===== config.mk =====
export PLATFORM = sky130hd
export DESIGN_NAME = timed_color_crossfader_flat
export DESIGN_NICKNAME = d
export VERILOG_FILES = /design/src/hdl/tcf_pkg.sv /design/src/hdl/tcf_req_if.sv /design/src/hdl/tcf_res_if.sv /design/src/hdl/timed_color_crossfader.sv /design/src/flat_wrapper.sv
export SDC_FILE = /design/constraint.sdc
export NUM_CORES = 1
export LEC_CHECK = 0
export BUFFER_PORTS_ARGS = -buffer_cell sky130_fd_sc_hd__buf_2
export CORE_ASPECT_RATIO = 1.2
export CORE_MARGIN = 3
export CORE_UTILIZATION = 57
export CTS_CLUSTER_DIAMETER = 100
export CTS_CLUSTER_SIZE = 28
export DETAILED_ROUTE_END_ITERATION = 7
export GPL_TIMING_DRIVEN = 0
export PLACE_DENSITY = 0.74
export RECOVER_POWER = 100
export SKIP_LAST_GASP = 1
export SYNTH_ARGS = -nofsm -noshare
export SYNTH_HDL_FRONTEND = slang
export SYNTH_SLANG_ARGS = --single-unit

===== constraint.sdc =====
create_clock -name clk -period 8.1 [get_ports clk]
set_input_delay 1.62 -clock clk [delete_from_list [all_inputs] [get_ports clk]]
set_output_delay 1.62 -clock clk [all_outputs]
set_load 0.1 [all_outputs]

===== src/hdl/tcf_pkg.sv =====
// Shared widths, reset values and codes for the timed color crossfader.
// No dependencies; compile first.
package tcf_pkg;

  localparam int COLOR_W    = 24;
  localparam int CHAN_W     = 8;
  localparam int NUM_CHAN   = 3;
  localparam int DUR_W      = 16;
  localparam int ELAPSED_W  = 17;
  localparam int PROD_W     = CHAN_W + DUR_W;
  localparam int CFG_IDX_W  = 1;
  localparam int CFG_DATA_W = 16;

  localparam logic [ELAPSED_W-1:0] ELAPSED_MAX = '1;

  localparam logic [DUR_W-1:0] DUR_RESET        = 16'd1000;
  localparam logic [DUR_W-1:0] MIN_UPDATE_RESET = 16'd100;

  localparam logic OP_TICK   = 1'b0;
  localparam logic OP_TARGET = 1'b1;

  localparam logic [CFG_IDX_W-1:0] CFG_FADE_DURATION       = 1'd0;
  localparam logic [CFG_IDX_W-1:0] CFG_MIN_UPDATE_INTERVAL = 1'd1;

endpackage


===== src/hdl/tcf_req_if.sv =====
// Request channel of the crossfader: tick or offered target color.
// Depends on tcf_pkg.
interface tcf_req_if;
  logic                        valid;
  logic                        ready;
  logic                        operation;
  logic [tcf_pkg::COLOR_W-1:0] target_color;

  modport source (output valid, operation, target_color, input ready);
  modport sink   (input valid, operation, target_color, output ready);
endinterface


===== src/hdl/tcf_res_if.sv =====
// Result channel of the crossfader: shown color and target-taken flag.
// Depends on tcf_pkg.
interface tcf_res_if;
  logic                        valid;
  logic                        ready;
  logic [tcf_pkg::COLOR_W-1:0] shown_color;
  logic                        target_taken;

  modport source (output valid, shown_color, target_taken, input ready);
  modport sink   (input valid, shown_color, target_taken, output ready);
endinterface


===== src/hdl/timed_color_crossfader.sv =====
// Timed RGB crossfader: one shared multiplier and one shared compare/subtract
// unit, sequenced per color channel. Depends on tcf_pkg, tcf_req_if, tcf_res_if.
//
//   channel | role     | payload
//   --------+----------+-------------------------------------------
//   req     | sink     | operation, target_color
//   res     | source   | shown_color, target_taken
//   cfg_*   | write    | cfg_we, cfg_index, cfg_data (no read-back)
//
// A tick inside the fade runs, per channel, the multiply states MUL0 and MUL1
// and eight restoring-division steps on the shared unit, then DONE.
// A tick past the fade and a target offer go straight from accept to DONE.
// Synchronous reset (rst) blacks fade and present colors, clears elapsed ticks.
// req.ready is low while an item is in work; a stalled result holds in the
// output register and the next request is still taken.
module timed_color_crossfader (
  input  logic                           clk,
  input  logic                           rst,
  input  logic                           cfg_we,
  input  logic [tcf_pkg::CFG_IDX_W-1:0]  cfg_index,
  input  logic [tcf_pkg::CFG_DATA_W-1:0] cfg_data,
  tcf_req_if.sink                        req,
  tcf_res_if.source                      res
);

  typedef enum logic [2:0] {
    ST_IDLE,
    ST_MUL0,
    ST_MUL1,
    ST_DIV,
    ST_DONE
  } state_t;

  state_t state;

  logic [tcf_pkg::DUR_W-1:0]     fade_duration;
  logic [tcf_pkg::DUR_W-1:0]     min_update_interval;
  logic [tcf_pkg::COLOR_W-1:0]   fade_start_color;
  logic [tcf_pkg::COLOR_W-1:0]   fade_end_color;
  logic [tcf_pkg::COLOR_W-1:0]   present_color;
  logic [tcf_pkg::ELAPSED_W-1:0] elapsed_ticks;

  logic [tcf_pkg::PROD_W-1:0]    acc;
  logic [tcf_pkg::PROD_W-2:0]    divs;
  logic [tcf_pkg::CHAN_W-1:0]    quot;
  logic [2:0]                    bit_cnt;
  logic [1:0]                    ch;
  logic                          taken;

  logic                          out_valid;
  logic [tcf_pkg::COLOR_W-1:0]   out_color;
  logic                          out_taken;

  logic                          accept;
  logic [tcf_pkg::ELAPSED_W-1:0] elapsed_next;
  logic                          past_fade;
  logic [tcf_pkg::CHAN_W-1:0]    chan_s;
  logic [tcf_pkg::CHAN_W-1:0]    chan_e;
  logic [tcf_pkg::CHAN_W-1:0]    mul_a;
  logic [tcf_pkg::DUR_W-1:0]     mul_b;
  logic [tcf_pkg::PROD_W-1:0]    prod;
  logic                          div_ge;
  logic [tcf_pkg::PROD_W-1:0]    acc_sub;
  logic [tcf_pkg::CHAN_W-1:0]    quot_next;

  assign accept = req.valid && req.ready;
  assign req.ready = (state == ST_IDLE);

  assign res.valid        = out_valid;
  assign res.shown_color  = out_color;
  assign res.target_taken = out_taken;

  assign elapsed_next = (elapsed_ticks == tcf_pkg::ELAPSED_MAX) ? elapsed_ticks
                        : elapsed_ticks + 1'b1;
  assign past_fade = (fade_duration == '0) ||
                     (elapsed_next > {1'b0, fade_duration});

  always_comb begin
    case (ch)
      2'd0:    begin
        chan_s = fade_start_color[7:0];
        chan_e = fade_end_color[7:0];
      end
      2'd1:    begin
        chan_s = fade_start_color[15:8];
        chan_e = fade_end_color[15:8];
      end
      default: begin
        chan_s = fade_start_color[23:16];
        chan_e = fade_end_color[23:16];
      end
    endcase
  end

  // Shared multiplier: start*(D-t) first, then end*t.
  assign mul_a = (state == ST_MUL0) ? chan_s : chan_e;
  assign mul_b = (state == ST_MUL0) ? fade_duration - elapsed_ticks[tcf_pkg::DUR_W-1:0]
                                    : elapsed_ticks[tcf_pkg::DUR_W-1:0];
  assign prod  = tcf_pkg::PROD_W'(mul_a) * tcf_pkg::PROD_W'(mul_b);

  // Shared compare/subtract for one restoring-division step.
  assign div_ge    = acc >= {1'b0, divs};
  assign acc_sub   = acc - {1'b0, divs};
  assign quot_next = {quot[tcf_pkg::CHAN_W-2:0], div_ge};

  always_ff @(posedge clk) begin
    if (rst) begin
      state               <= ST_IDLE;
      out_valid           <= 1'b0;
      fade_duration       <= tcf_pkg::DUR_RESET;
      min_update_interval <= tcf_pkg::MIN_UPDATE_RESET;
      fade_start_color    <= '0;
      fade_end_color      <= '0;
      present_color       <= '0;
      elapsed_ticks       <= '0;
    end else begin
      if (cfg_we) begin
        unique case (cfg_index)
          tcf_pkg::CFG_FADE_DURATION:       fade_duration       <= cfg_data;
          tcf_pkg::CFG_MIN_UPDATE_INTERVAL: min_update_interval <= cfg_data;
          default: ;
        endcase
      end

      if (out_valid && res.ready && state != ST_DONE) begin
        out_valid <= 1'b0;
      end

      unique case (state)
        ST_IDLE: begin
          if (accept) begin
            if (req.operation == tcf_pkg::OP_TICK) begin
              taken         <= 1'b0;
              elapsed_ticks <= elapsed_next;
              if (past_fade) begin
                present_color <= fade_end_color;
                state         <= ST_DONE;
              end else begin
                ch    <= 2'd0;
                state <= ST_MUL0;
              end
            end else begin
              if (elapsed_ticks > {1'b0, min_update_interval}) begin
                fade_start_color <= present_color;
                fade_end_color   <= req.target_color;
                elapsed_ticks    <= '0;
                taken            <= 1'b1;
              end else begin
                taken <= 1'b0;
              end
              state <= ST_DONE;
            end
          end
        end
        ST_MUL0: begin
          acc   <= prod;
          state <= ST_MUL1;
        end
        ST_MUL1: begin
          acc     <= acc + prod;
          divs    <= {fade_duration, 7'd0};
          bit_cnt <= 3'd7;
          state   <= ST_DIV;
        end
        ST_DIV: begin
          if (div_ge) begin
            acc <= acc_sub;
          end
          quot <= quot_next;
          divs <= divs >> 1;
          if (bit_cnt == 3'd0) begin
            case (ch)
              2'd0:    present_color[7:0]   <= quot_next;
              2'd1:    present_color[15:8]  <= quot_next;
              default: present_color[23:16] <= quot_next;
            endcase
            if (ch == 2'(tcf_pkg::NUM_CHAN - 1)) begin
              state <= ST_DONE;
            end else begin
              ch    <= ch + 1'b1;
              state <= ST_MUL0;
            end
          end else begin
            bit_cnt <= bit_cnt - 1'b1;
          end
        end
        ST_DONE: begin
          if (!out_valid || res.ready) begin
            out_valid <= 1'b1;
            out_color <= present_color;
            out_taken <= taken;
            state     <= ST_IDLE;
          end
        end
        default: state <= ST_IDLE;
      endcase
    end
  end

  a_busy_after_request: assert property (@(posedge clk) disable iff (rst)
    accept |=> !req.ready)
    else $error("request taken while an item is in work");

  a_div_remainder_bound: assert property (@(posedge clk) disable iff (rst)
    (state == ST_DIV) |-> (acc < {divs, 1'b0}))
    else $error("division remainder out of range");

  a_blend_within_fade: assert property (@(posedge clk) disable iff (rst)
    (state == ST_MUL0) |-> (fade_duration != '0 &&
                            elapsed_ticks <= {1'b0, fade_duration}))
    else $error("blend started outside the fade");

endmodule


===== src/flat_wrapper.sv =====
// flat-port wrapper written by rule: the top's interface ports become plain ports
module timed_color_crossfader_flat 
  (clk, rst, cfg_we, cfg_index, cfg_data, req_valid, req_operation, req_target_color, req_ready, res_valid, res_shown_color, res_target_taken, res_ready);
  tcf_req_if req_i ();
  tcf_res_if res_i ();
  input  logic clk;
  input  logic rst;
  input  logic cfg_we;
  input  logic [tcf_pkg::CFG_IDX_W-1:0] cfg_index;
  input  logic [tcf_pkg::CFG_DATA_W-1:0] cfg_data;
  input wire logic [$bits(req_i.valid)-1:0] req_valid;
  input wire logic [$bits(req_i.operation)-1:0] req_operation;
  input wire logic [$bits(req_i.target_color)-1:0] req_target_color;
  output wire logic [$bits(req_i.ready)-1:0] req_ready;
  output wire logic [$bits(res_i.valid)-1:0] res_valid;
  output wire logic [$bits(res_i.shown_color)-1:0] res_shown_color;
  output wire logic [$bits(res_i.target_taken)-1:0] res_target_taken;
  input wire logic [$bits(res_i.ready)-1:0] res_ready;
  assign req_i.valid = req_valid;
  assign req_i.operation = req_operation;
  assign req_i.target_color = req_target_color;
  assign req_ready = req_i.ready;
  assign res_valid = res_i.valid;
  assign res_shown_color = res_i.shown_color;
  assign res_target_taken = res_i.target_taken;
  assign res_i.ready = res_ready;
  timed_color_crossfader u_core (.clk(clk), .rst(rst), .cfg_we(cfg_we), .cfg_index(cfg_index), .cfg_data(cfg_data), .req(req_i), .res(res_i));
endmodule

==> results of run 1 <==
sequential cells by signal, summed over array words and instances (netlist names), 2 cells and up:
register / flops
u_core.divs: 23
u_core.res.shown_color: 24
u_core.present_color: 24
u_core.acc: 24
u_core.elapsed_ticks: 17
u_core.min_update_interval: 16
u_core.fade_duration: 16
u_core.quot: 7
u_core.state: 3
u_core.fade_start_color: 24
u_core.ch: 2
u_core.bit_cnt: 3
u_core.fade_end_color: 24
timing repair:
action	CTS	global route
buffers inserted	21	23
hold buffers	0	0
cloned	0	0
resized for setup	86	98
pin swaps	21	67
setup endpoints to repair	12	8
synthesized netlist by cell type, drive strengths merged, types with 3 or more instances:
cell,instances,area share
o31ai,5,0.0022
buf,27,0.0090
mux2i,4,0.0024
a311oi,22,0.011
and2,4,0.0015
nand2b,19,0.0070
a211oi,26,0.013
o32ai,11,0.0057
nor4b,49,0.026
a41oi,4,0.0025
and3,7,0.0029
nand2,201,0.045
a31o,49,0.025
a221oi,3,0.0027
inv,207,0.046
nand3,20,0.0059
nand4,14,0.0052
o21ai,90,0.027
clkbuf,59,0.013
xor2,20,0.011
or3,8,0.0030
a211o,5,0.0026
o211ai,18,0.0080
o22ai,9,0.0033
fa,87,0.10
xnor2,62,0.033
nor2b,9,0.0033
a22o,16,0.0083
a21o,32,0.014
nor3,20,0.0072
a21boi,3,0.0013
a31oi,14,0.0061
or2,29,0.011
dfxtp,125,0.15
ha,144,0.11
o21a,9,0.0040
a21oi,140,0.042
nor2,217,0.049
mux2,3,0.0020
nor4,9,0.0033
edfxtp,85,0.15
o21bai,12,0.0053
a22oi,3,0.0013
final cells by class:
| cell class | count | area [um^2] | area share |
|---|---|---|---|
| clock buffers | 15 | 333 | 0.0174 |
| flip-flops and latches | 210 | 5080 | 0.266 |
| plain buffers | 83 | 363 | 0.0190 |
| clock inverters | 5 | 53.8 | 0.00282 |
| inverters | 207 | 785 | 0.0411 |
| well taps | 385 | 482 | 0.0252 |
| multi-input cells | 1432 | 11300 | 0.594 |
| repair buffers | 119 | 663 | 0.0347 |
routing by layer:
metal,share of wire,vias up,track usage
li1,-,7049,-
met1,0.39,7438,0.401
met2,0.48,710,0.539
met3,0.065,179,0.0288
met4,0.059,0,0.135
met5,0,-,0
worst min-delay path by stage:
stage | from | end | slack, ns | depth (start not counted)
4_1_cts | u_core.min_update_interval[4] | u_core.min_update_interval[4] | 0.46 | 2
3_3_place_gp | u_core.quot[4] | u_core.quot[5] | 0.43 | 0
5_1_grt | u_core.taken | u_core.res.target_taken | 0.47 | 0
3_5_place_dp | u_core.taken | u_core.res.target_taken | 0.41 | 0
6_report | u_core.taken | u_core.res.target_taken | 0.46 | 0
2_1_floorplan | u_core.taken | u_core.res.target_taken | 0.40 | 0
through the flow:
step                instances  hold WS, ns  cell area, um^2  TNS (ns)  total power (uW)
detailed placement       2395        0.406            17800     -6.55              1830
floorplan                1935        0.400            16900         0              1640
global placement         2391        0.432            17700     -6.34              1810
CTS                      2433        0.462            18700         0              2540
finish                   2456        0.456            19100         0              2570
global route             2456        0.474            19100    -0.389              2670
logic make-up after synthesis:
| kind of cell | after synthesis | share of synthesized area |
|---|---|---|
| flip-flops | 210 | 0.299 |
| AND/OR/NAND/NOR | 615 | 0.174 |
| buffers and inverters | 293 | 0.0681 |
| multiplexers | 7 | 0.00437 |
| AO/OA/AOI/OAI | 497 | 0.201 |
| XOR/XNOR | 82 | 0.0440 |
| adder cells (fa/ha/maj) | 231 | 0.210 |
power by group through the flow:
| stage | combinational [uW] | clock (uW) | sequential (uW) |
|---|---|---|---|
| 6_report | 701 | 693 | 1180 |
| 5_1_grt | 759 | 731 | 1180 |
| 4_1_cts | 664 | 700 | 1180 |
| 3_5_place_dp | 626 | 0 | 1200 |
| 3_3_place_gp | 610 | 0 | 1200 |
| 2_1_floorplan | 424 | 0 | 1210 |
==> summary by stage, run 1 <==
Pwr
The switching power is ~880 uW. The switching share of total power is 0.342. The relative contribution of the clock network to total power is 0.269. The total power per unit cell area is 135 mW/mm^2. Across the VDD grid, the largest voltage drop is 190 uV. The static power due to leakage is between 0.007 and 0.008 uW. The internal portion of total power is 1690 uW. Of the total power, combinational logic draws 0.272. Of the total power, registers draw 0.458.

Critical path
In this design, the stage delay of the slowest critical-path cell is 0.54 ns. The reg2reg setup slack is between 0.08 and 0.09 ns. The number of buffers and inverters on the critical path is 4. The worst register-to-register path ends at u_core.acc[22]. In this run the number of cells on the critical path is 35. The worst setup path is captured at a register.

The number of cells on the worst reg-to-reg path is 35. The critical path ends at u_core.acc[22]. The launch instance of the worst register-to-register path is u_core.fade_duration[0].

The gate family responsible for the most delay along the worst path is adder cells. For the worst setup path, the data required time is 8.36 ns. Among all stages on the critical path, the largest delay is contributed by fa_1. The critical path is of the reg2reg type. The beginning of the critical path is u_core.fade_duration[0]. Along the worst path, the maximum fanout reaches 6.

Data arrives at the worst endpoint at 8.28 ns. The worst setup path is launched from a register.

Clocking
The deepest clock path buffer count is 3. CTS built an H-tree with a depth of 1. The clock transition at the register clock pins on the worst setup and hold paths after CTS is 0.11 ns. The clock latency at the later pin of the worst-skew pair is 0.51 ns.

The CTS buffer count is 12. The clock sink count is 210. The buffer cell driving the clock tree root is clkbuf_16. TritonCTS built the clock tree.

Global route
The initial antenna violation count came to 0. The total global-route track usage is 0.313. The total overflow left after global routing is 0. The first global-routing pass estimated 79400 um of wire.

The via count of the first global-routing pass is 14700. The maximum number of pins on one net before global-route repair is 30.

Timing
The count of final hold-check violations is 0. The peak clock frequency supported by timing is 0.125 GHz. Between clock sinks in the finished design, the worst skew comes to 0.0414 ns.

Setup repair after global routing could not meet its margin everywhere. The worst slew margin relative to its limit is 0.215. In the post-route analysis, the smallest setup slack over all paths is between 0.08 and 0.09 ns. The actual transition at the worst max-transition pin is 1.18 ns. The share of the clock period used by the worst path is 0.990. The final critical path time including I/O delays and setup is 8.02 ns. The count of endpoints failing setup in the final report is 0. The max-slew violation total from the final report was 0.

Routing
The detailed router placed 15400 vias in this run. The average wire length per cell after detail routing is ~21 um. In this run, the number of DRC markers left after iteration 0 of detailed routing was 1317.

For this block, the routed nets add up to 51400 um of wire. The post-route antenna net violation count is 0. In the routed design, unresolved DRC markers number 0. The first detailed-routing pass ran for 5 iterations. The via count normalized by instance count is 6.26.

Cells and area
The antenna diode count is 0. Leaving out fill and tap cells, the most frequent cells in the layout are nor2_1 (209), nand2_1 (200), inv_1 (199), ha_1 (123), dfxtp_1 (118). Leaving out fill and tap cells, the most frequent cell in the layout is nor2_1. After filler insertion, the fill cell instance count of the layout stands at ~2500.

The layout cell share with drive strength beyond 1 is 0.149. The net count of the finished layout is 2343. The end-of-flow core utilization is 0.658.

The signed area change from the synthesized netlist to the final layout is 12.9%.

Logic synthesis
Of all flip-flops after synthesis, the portion carrying an async set or reset was 0. Synthesis handed over a netlist of 1935 instances. The post-synthesis cell type count is 90. During synthesis, Yosys emitted a total of 0 warnings.

The share of the Yosys chip area taken by registers is 0.299. The mean cell area of the mapped netlist is 8.74 um^2. The most used flip-flop cell after synthesis is dfxtp_1. The cell area after synthesis is 0.0169 mm^2. The number of storage elements in the synthesis netlist is 210. The number of flops mapped to enable cells by yosys is 85. Synthesis produced a netlist with a net count of 2213.

Placement
Timing analysis after detailed placement gives a worst setup slack of -1.15 ns. The number of port buffers is 71. The last weighted congestion value of the routability-driven placer is 0.979.

The HPWL after detailed placement is 39600 um.

Worst hold path
The path class of the tightest hold or removal check is reg2reg.

Die
From left edge to right edge, the die measures 163 um. The die covers 0.0318 mm^2. The starting density of the core is 0.583.

After floorplanning, the core was divided into 68 placement rows. 74 I/O pins were placed. The height of the die is 195 um. The total core area is 0.0290 mm^2.

Status
The run finished with clean final reports.

Job
The tool flagged a number of max-cap violations equal to 0.
No activity file was read; power rests on OpenSTA's default activity.
==> run 2, diff against run 1 <==
--- a/config.mk
+++ b/config.mk
@@ -8,7 +8,7 @@
 export BUFFER_PORTS_ARGS = -buffer_cell sky130_fd_sc_hd__buf_2
 export CORE_ASPECT_RATIO = 1.2
 export CORE_MARGIN = 3
-export CORE_UTILIZATION = 57
+export CORE_UTILIZATION = 60
 export CTS_CLUSTER_DIAMETER = 100
 export CTS_CLUSTER_SIZE = 28
 export DETAILED_ROUTE_END_ITERATION = 7
==> constraint.sdc (replaced) <==
create_clock -name clk -period 10.3 [get_ports clk]
set_input_delay 2.06 -clock clk [delete_from_list [all_inputs] [get_ports clk]]
set_output_delay 2.06 -clock clk [all_outputs]
set_load 0.1 [all_outputs]
==> summary by stage, run 2 (synthesis gave the netlist of run 1 again) <==
Critical path
The number of cells traversed by the worst register-to-register path is 31 (-11%). STA classifies the critical path startpoint as a register. The sum of buffers and inverters on the critical path came to 6 (+2). In this run the critical register-to-register path is launched from u_core.state[1]. The critical path's slowest cell is a21oi_1. The reg2reg setup slack was 0.53 ns (+0.44 ns).

The critical path depth in cells is 31 (-11%). The required time of the critical path is 10.59 ns (+2.23 ns). In this run the worst setup path terminates at u_core.acc[23]. The critical path start-end classification is reg2reg.

The worst setup path is captured at a register. The cell family contributing the most delay on the critical path is compound AO/OA/AOI/OAI gates. The largest fanout on the critical path is 10 (+4). The maximum cell stage delay along the critical path came to 0.92 ns (+0.38 ns).

Tracing the worst setup path back leads to its startpoint at u_core.state[1]. The data arrival time of the critical path is 10.06 ns (+1.78 ns). The worst register-to-register path ends at u_core.acc[23].

Die
The die outline area is 0.0302 mm^2 (-4.8%). The total core area was 0.0274 mm^2 (-5.5%). The x dimension of the die is 159 um (-2.4%). The height of the die is 190 um (-2.5%).

The number of cell rows came to 66 (-2.9%). The top-level port count was 74 (unchanged). The starting density of the core is 0.617 (+0.0339).

Timing
The max-slew violation total from the final report was 0 (unchanged). The maximum clock skew at final layout was 0.0443 ns (+0.00288 ns). The final critical path time including I/O delays and setup is 9.77 ns (+1.76 ns). The actual transition at the worst max-transition pin was 1.32 ns (+0.137 ns). The worst slew margin relative to its limit is 0.121 (-0.0945). The peak clock frequency supported by timing was 0.102 GHz (-18%).

The count of endpoints failing setup in the final report was 0 (unchanged). The count of final hold-check violations is 0 (unchanged). Setup repair after global routing left no endpoint under its margin. The summed negative setup slack over all endpoints came to 0 ns (unchanged). The share of the clock period used by the worst path is 0.949 (-0.0409).

Routing
The average wire length per cell after detail routing was 20.7 um (-1.0%). The residual DRC count is 0 (unchanged). The post-route antenna net violation count is 0 (unchanged).

The detailed router's first-iteration violation count is 1012 (-23%). The number of iterations in the first detailed-routing pass is 5 (unchanged). The post-detailed-routing wire length is 49800 um (-3.1%). The total number of vias is 14900 (-3.2%).

The via count normalized by instance count was 6.19 (-1.1%).

Clocking
The number of cells upsized or downsized after cts is 0 (-100%). The buffer cell driving the clock tree root is clkbuf_16. The deepest clock path buffer count is 3 (unchanged). The clock latency at the later pin of the worst-skew pair is 0.51 ns (about the same).

The cts-stage hold buffer count was 0 (unchanged). TritonCTS built the clock tree. The clock transition at the register clock pins on the worst setup and hold paths after CTS was 0.11 ns (about the same).

The CTS buffer count came to 12 (unchanged). The H-tree depth came to 1 (unchanged). The number of buffers inserted by post-CTS setup repair is 0 (-100%). The clock sink count was 210 (unchanged).

Cells and area
The layout cell share with drive strength beyond 1 is 0.0709 (-0.0783). Leaving out fill and tap cells, the most frequent cells in the layout are nor2_1 (216), inv_1 (207), nand2_1 (201), ha_1 (144), a21oi_1 (139). The total of fill cells in the finished design is 2440 (-0.65%). The final layout net count is 2302 (-1.7%).

The register area is 0.00505 mm^2 (-0.42%). The antenna diode count is 0 (unchanged). The total area of multi-input combinational cells is 0.0107 mm^2 (-6.0%). Relative to the synthesized area, the layout overhead comes to 6.52%. The most common cell after layout, fill and taps aside is nor2_1.

Placement
The last weighted congestion value of the routability-driven placer is 0.946 (-3.5%). The number of port buffers came to 71 (unchanged). The final HPWL from detailed placement is 39900 um (+0.80%).

Pwr
The worst supply voltage drop on vdd is 114 uV (-40%). The total power per unit cell area is 110 mW/mm^2 (-19%). The total power came to 1970 uW (-23%). The static power due to leakage is 0.00750 uW (-4.7%).

Job
The number of max-capacitance violations reported was 0 (unchanged).

Status
The flow ran to the end, and the final reports show no timing, DRC or antenna violations.

Global route
The first-pass GRT wire length is 78700 um (-0.83%). The total global-route track usage came to 0.325 (+0.0119). The maximum number of pins on one net before global-route repair is 30 (unchanged). The via count of the first global-routing pass is 14800 (+0.50%). The remaining global-route overflow is 0 (unchanged). The initial antenna violation count was 0 (unchanged).

Worst hold path
The min-delay analysis places its worst path in the category reg2reg.
run 2: cell count changes in the layout (fill, tap and decap cells not counted), sizes merged:
cell | before | now
clkbuf | 117 | 125
buf | 100 | 52
clkinvlp | 2 | 0
clkinv | 1 | 2
run 2: worst min-delay path by stage:
| stage | to | from | cells after the start | slack (ns) |
|---|---|---|---|---|
| final | u_core.min_update_interval[9] | u_core.min_update_interval[9] | 2 | 0.46 |
| after global routing | u_core.quot[6] | u_core.quot[5] | 0 | 0.48 |
| after CTS | u_core.min_update_interval[15] | u_core.min_update_interval[15] | 2 | 0.46 |
| after detailed placement | u_core.res.target_taken | u_core.taken | 0 | 0.41 |
| after global placement | u_core.res.target_taken | u_core.taken | 0 | 0.44 |
| after floorplan | u_core.res.target_taken | u_core.taken | 0 | 0.40 |
run 2: power breakdown:
group	internal, uW	total [uW]	switching [uW]
Sequential	899	926	26.8
Combinational	157	497	340
Clock	244	551	306
Total	1300	1970	673
run 2: through the flow:
stage               hold WS (ns)  utilization  std cells  setup WS (ns)  cell area [um^2]
floorplan                  0.400            -       1935           2.47             16900
global placement           0.437        0.647       2380          0.849             17700
detailed placement         0.411        0.649       2384          0.720             17800
CTS                        0.463        0.663       2404          0.633             18200
global route               0.479        0.657       2404         0.0660             18000
finish                     0.463        0.657       2404          0.527             18000
run 2: worst register-to-register path, delay by kind of cell, from the launching register on:
kind / cells / cell delay, ns
AND/OR/NAND/NOR: 4 / 0.82
adder cells (fa/ha/maj): 6 / 2.79
flip-flops: 1 / 0.39
buffers and inverters: 6 / 1.50
multiplexers: 1 / 0.36
AO/OA/AOI/OAI: 12 / 3.19
XOR/XNOR: 2 / 0.53
run 2: layout make-up:
| cell class | count | share of cell area |
|---|---|---|
| plain buffers | 86 | 0.0184 |
| clock buffers | 16 | 0.0187 |
| clock inverters | 4 | 0.00299 |
| inverters | 207 | 0.0431 |
| multi-input cells | 1432 | 0.592 |
| flip-flops and latches | 210 | 0.281 |
| well taps | 374 | 0.0260 |
| repair buffers | 75 | 0.0186 |
run 2: per-layer routing:
layer / vias to the layer above / global-route usage / wire (um)
li1: 6984 / - / -
met1: 7157 / 0.394 / 19900
met2: 583 / 0.577 / 24000
met3: 155 / 0.0301 / 2780
met4: 0 / 0.169 / 3010
met5: - / 0 / 0
==> run 3, diff against run 2 <==
--- a/config.mk
+++ b/config.mk
@@ -6,14 +6,16 @@
 export NUM_CORES = 1
 export LEC_CHECK = 0
 export BUFFER_PORTS_ARGS = -buffer_cell sky130_fd_sc_hd__buf_2
+export CELL_PAD_IN_SITES_DETAIL_PLACEMENT = 0
+export CELL_PAD_IN_SITES_GLOBAL_PLACEMENT = 2
 export CORE_ASPECT_RATIO = 1.2
 export CORE_MARGIN = 3
-export CORE_UTILIZATION = 60
+export CORE_UTILIZATION = 43
 export CTS_CLUSTER_DIAMETER = 100
 export CTS_CLUSTER_SIZE = 28
 export DETAILED_ROUTE_END_ITERATION = 7
 export GPL_TIMING_DRIVEN = 0
-export PLACE_DENSITY = 0.74
+export PLACE_DENSITY = 0.83
 export RECOVER_POWER = 100
 export SKIP_LAST_GASP = 1
 export SYNTH_ARGS = -nofsm -noshare
==> summary by stage, run 3 (synthesis gave the netlist of run 1 again) <==
Clocking
TritonCTS built the clock tree. The number of cells upsized or downsized after cts came to 0 (unchanged). The number of buffers inserted by post-CTS setup repair is 0 (unchanged). The CTS buffer count is 13 (+1). The clock latency at the later pin of the worst-skew pair is 0.51 ns (about the same).

The clock sink count is 210 (unchanged). The tree is rooted in a clkbuf_16. The clock transition at the register clock pins on the worst setup and hold paths after CTS is 0.12 ns (about the same). The deepest clock path buffer count is 3 (unchanged). The H-tree depth is 1 (unchanged).

The cts-stage hold buffer count was 0 (unchanged).

Pwr
The switching power was 690 uW (+2.5%). The combinational share of power is 0.254 (+0.002). The fraction of power consumed by sequential logic is 0.465 (-0.004). The static power due to leakage is 0.00750 uW (about the same). The relative contribution of the clock network to total power was 0.280 (about the same).

The worst supply voltage drop on vdd is 150 uV (+32%). The switching share of total power is 0.346 (+0.00533). The internal portion of total power is 1300 uW (+0.10%). The total power per unit cell area is 109 mW/mm^2 (-0.12%).

Timing
The actual transition at the worst max-transition pin came to 1.38 ns (+0.0639 ns). The maximum clock skew at final layout came to 0.0588 ns (+0.0145 ns). The final critical path time including I/O delays and setup is 9.65 ns (-0.121 ns). The share of the clock period used by the worst path is 0.937 (-0.0117). The summed negative setup slack over all endpoints is 0 ns (unchanged). The max-slew violation total from the final report came to 0 (unchanged). The worst slew margin relative to its limit is 0.0747 (-0.0460). The peak clock frequency supported by timing is 0.104 GHz (+1.2%). The count of endpoints failing setup in the final report is 0 (unchanged). The final critical-path setup slack is 0.648 ns (+0.121 ns). Setup repair after global routing left no endpoint under its margin. The count of final hold-check violations is 0 (unchanged).

Routing
The post-detailed-routing wire length is 54700 um (+9.8%). The number of iterations in the first detailed-routing pass is 5 (unchanged). The post-route antenna net violation count is 0 (unchanged). The detailed router's first-iteration violation count is 839 (-17%). The via count normalized by instance count was 5.71 (-7.7%). The average wire length per cell after detail routing is 21.4 um (+3.5%). The total number of vias is 14600 (-2.1%).

The residual DRC count is 0 (unchanged).

Critical path
The data arrival time of the critical path was 10.00 ns (-0.06 ns). The largest fanout on the critical path is 10 (unchanged). The capturing element type of the critical path is a register.

The worst register-to-register path ends at u_core.acc[23]. The worst setup path is launched from a register. The maximum cell stage delay along the critical path was 0.56 ns (-0.36 ns). The number of cells traversed by the worst register-to-register path is 33 (+6.5%). The required time of the critical path is 10.65 ns (+0.06 ns).

The sum of buffers and inverters on the critical path was 6 (unchanged). The critical path start-end classification is reg2reg. The startpoint identified for the worst register-to-register timing path is u_core.ch[0]. The reg2reg setup slack is 0.65 ns (+0.12 ns). The critical path's slowest cell is clkbuf_1. The gate family responsible for the most delay along the worst path is adder cells.

Cells and area
The most common cell after layout, fill and taps aside is nor2_1. The layout cell share with drive strength beyond 1 came to 0.0709 (about the same). From synthesis to final layout, the design area changed by 7.63%.

The antenna diode count is 0 (unchanged). The library cells used most frequently in the layout, excluding fill and tap cells, are nor2_1 (216), inv_1 (207), nand2_1 (201), ha_1 (144), a21oi_1 (139). The final layout net count is 2303 (+0.043%).

Status
The run finished with clean final reports.

Worst hold path
The startpoint identified for the worst hold timing path is u_core.min_update_interval[3]. For hold timing, the worst endpoint is u_core.min_update_interval[3]. The worst min-delay path class is reg2reg. The hold-critical path depth was 2 (unchanged).

Die
The total core area is 0.0384 mm^2 (+40%). The number of cell rows is 78 (+18%). The top-level port count is 74 (unchanged). The height of the die is 223 um (+18%). The x dimension of the die is 187 um (+17%). The die outline area was 0.0418 mm^2 (+38%).

The starting density of the core was 0.441 (-0.176).

Placement
The last weighted congestion value of the routability-driven placer is 0.880 (-7.0%). The final HPWL from detailed placement is 44600 um (+12%). The worst setup slack after placement is 0.669 ns (-0.0512 ns). The number of port buffers was 71 (unchanged).

Global route
The first-pass GRT wire length is 83700 um (+6.3%). The via count of the first global-routing pass is 14700 (-0.87%). The total global-route track usage is 0.257 (-0.0685). The maximum number of pins on one net before global-route repair was 30 (unchanged). The remaining global-route overflow is 0 (unchanged). The initial antenna violation count was 0 (unchanged).

Job
The number of max-capacitance violations reported was 0 (unchanged).
[run 3: cell count changes in the layout (fill, tap and decap cells not counted), sizes merged]
cell,previous run,this run
buf,52,53
[run 3: power by group through the flow]
stage          registers [uW]  logic, uW  clock network (uW)
2_1_floorplan             955        333                   0
3_3_place_gp              946        505                   0
3_5_place_dp              945        512                   0
4_1_cts                   927        515                 576
5_1_grt                   930        556                 600
6_report                  927        506                 558
[run 3: area by class of cell]
class / instances / area, um^2
Buffer: 86 / 332
Clock buffer: 17 / 340
Clock inverter: 4 / 53.8
Fill cell: 3963 / 20200
Inverter: 207 / 777
Multi-Input combinational cell: 1432 / 10700
Sequential cell: 210 / 5050
Tap cell: 520 / 651
Timing Repair Buffer: 75 / 337
[run 3: worst max path at each step]
stage / startpoint / to / depth (start not counted)
2_1_floorplan: u_core.fade_duration[0] / u_core.acc[23] / 35
3_3_place_gp: u_core.state[0] / u_core.acc[23] / 32
3_5_place_dp: u_core.state[0] / u_core.acc[23] / 32
4_1_cts: u_core.state[0] / u_core.acc[23] / 32
5_1_grt: u_core.ch[0] / u_core.acc[23] / 33
6_report: u_core.ch[0] / u_core.acc[23] / 33
[run 3: through the flow]
| step | instance area, um^2 | util | hold slack [ns] | power [uW] | cells |
|---|---|---|---|---|---|
| after floorplan | 16900 | - | 0.400 | 1290 | 1935 |
| after global placement | 17900 | 0.467 | 0.443 | 1450 | 2526 |
| after detailed placement | 18000 | 0.469 | 0.425 | 1460 | 2530 |
| after CTS | 18400 | 0.479 | 0.465 | 2020 | 2551 |
| after global routing | 18200 | 0.475 | 0.486 | 2090 | 2551 |
| final | 18200 | 0.475 | 0.460 | 1990 | 2551 |
[run 3: worst reg2reg max path, delay by kind of cell, from the launching register on]
family                     cells  cell delay (ns)
xor gates and xnor gates       2             0.38
AOI/OAI and AO/OA             11             2.76
and+or+nand+nor                6             0.94
adders and majority gates      7             3.11
buffers and inverters          6             1.52
DFF                            1             0.44
muxes                          1             0.36
[run 3: routing by layer]
layer  vias up  part of all wire  GRT usage
met5         -                 0          0
met4         0             0.041     0.0937
met3       100             0.036     0.0222
met2       366              0.50      0.468
met1      7121              0.42      0.316
li1       6981                 -          -
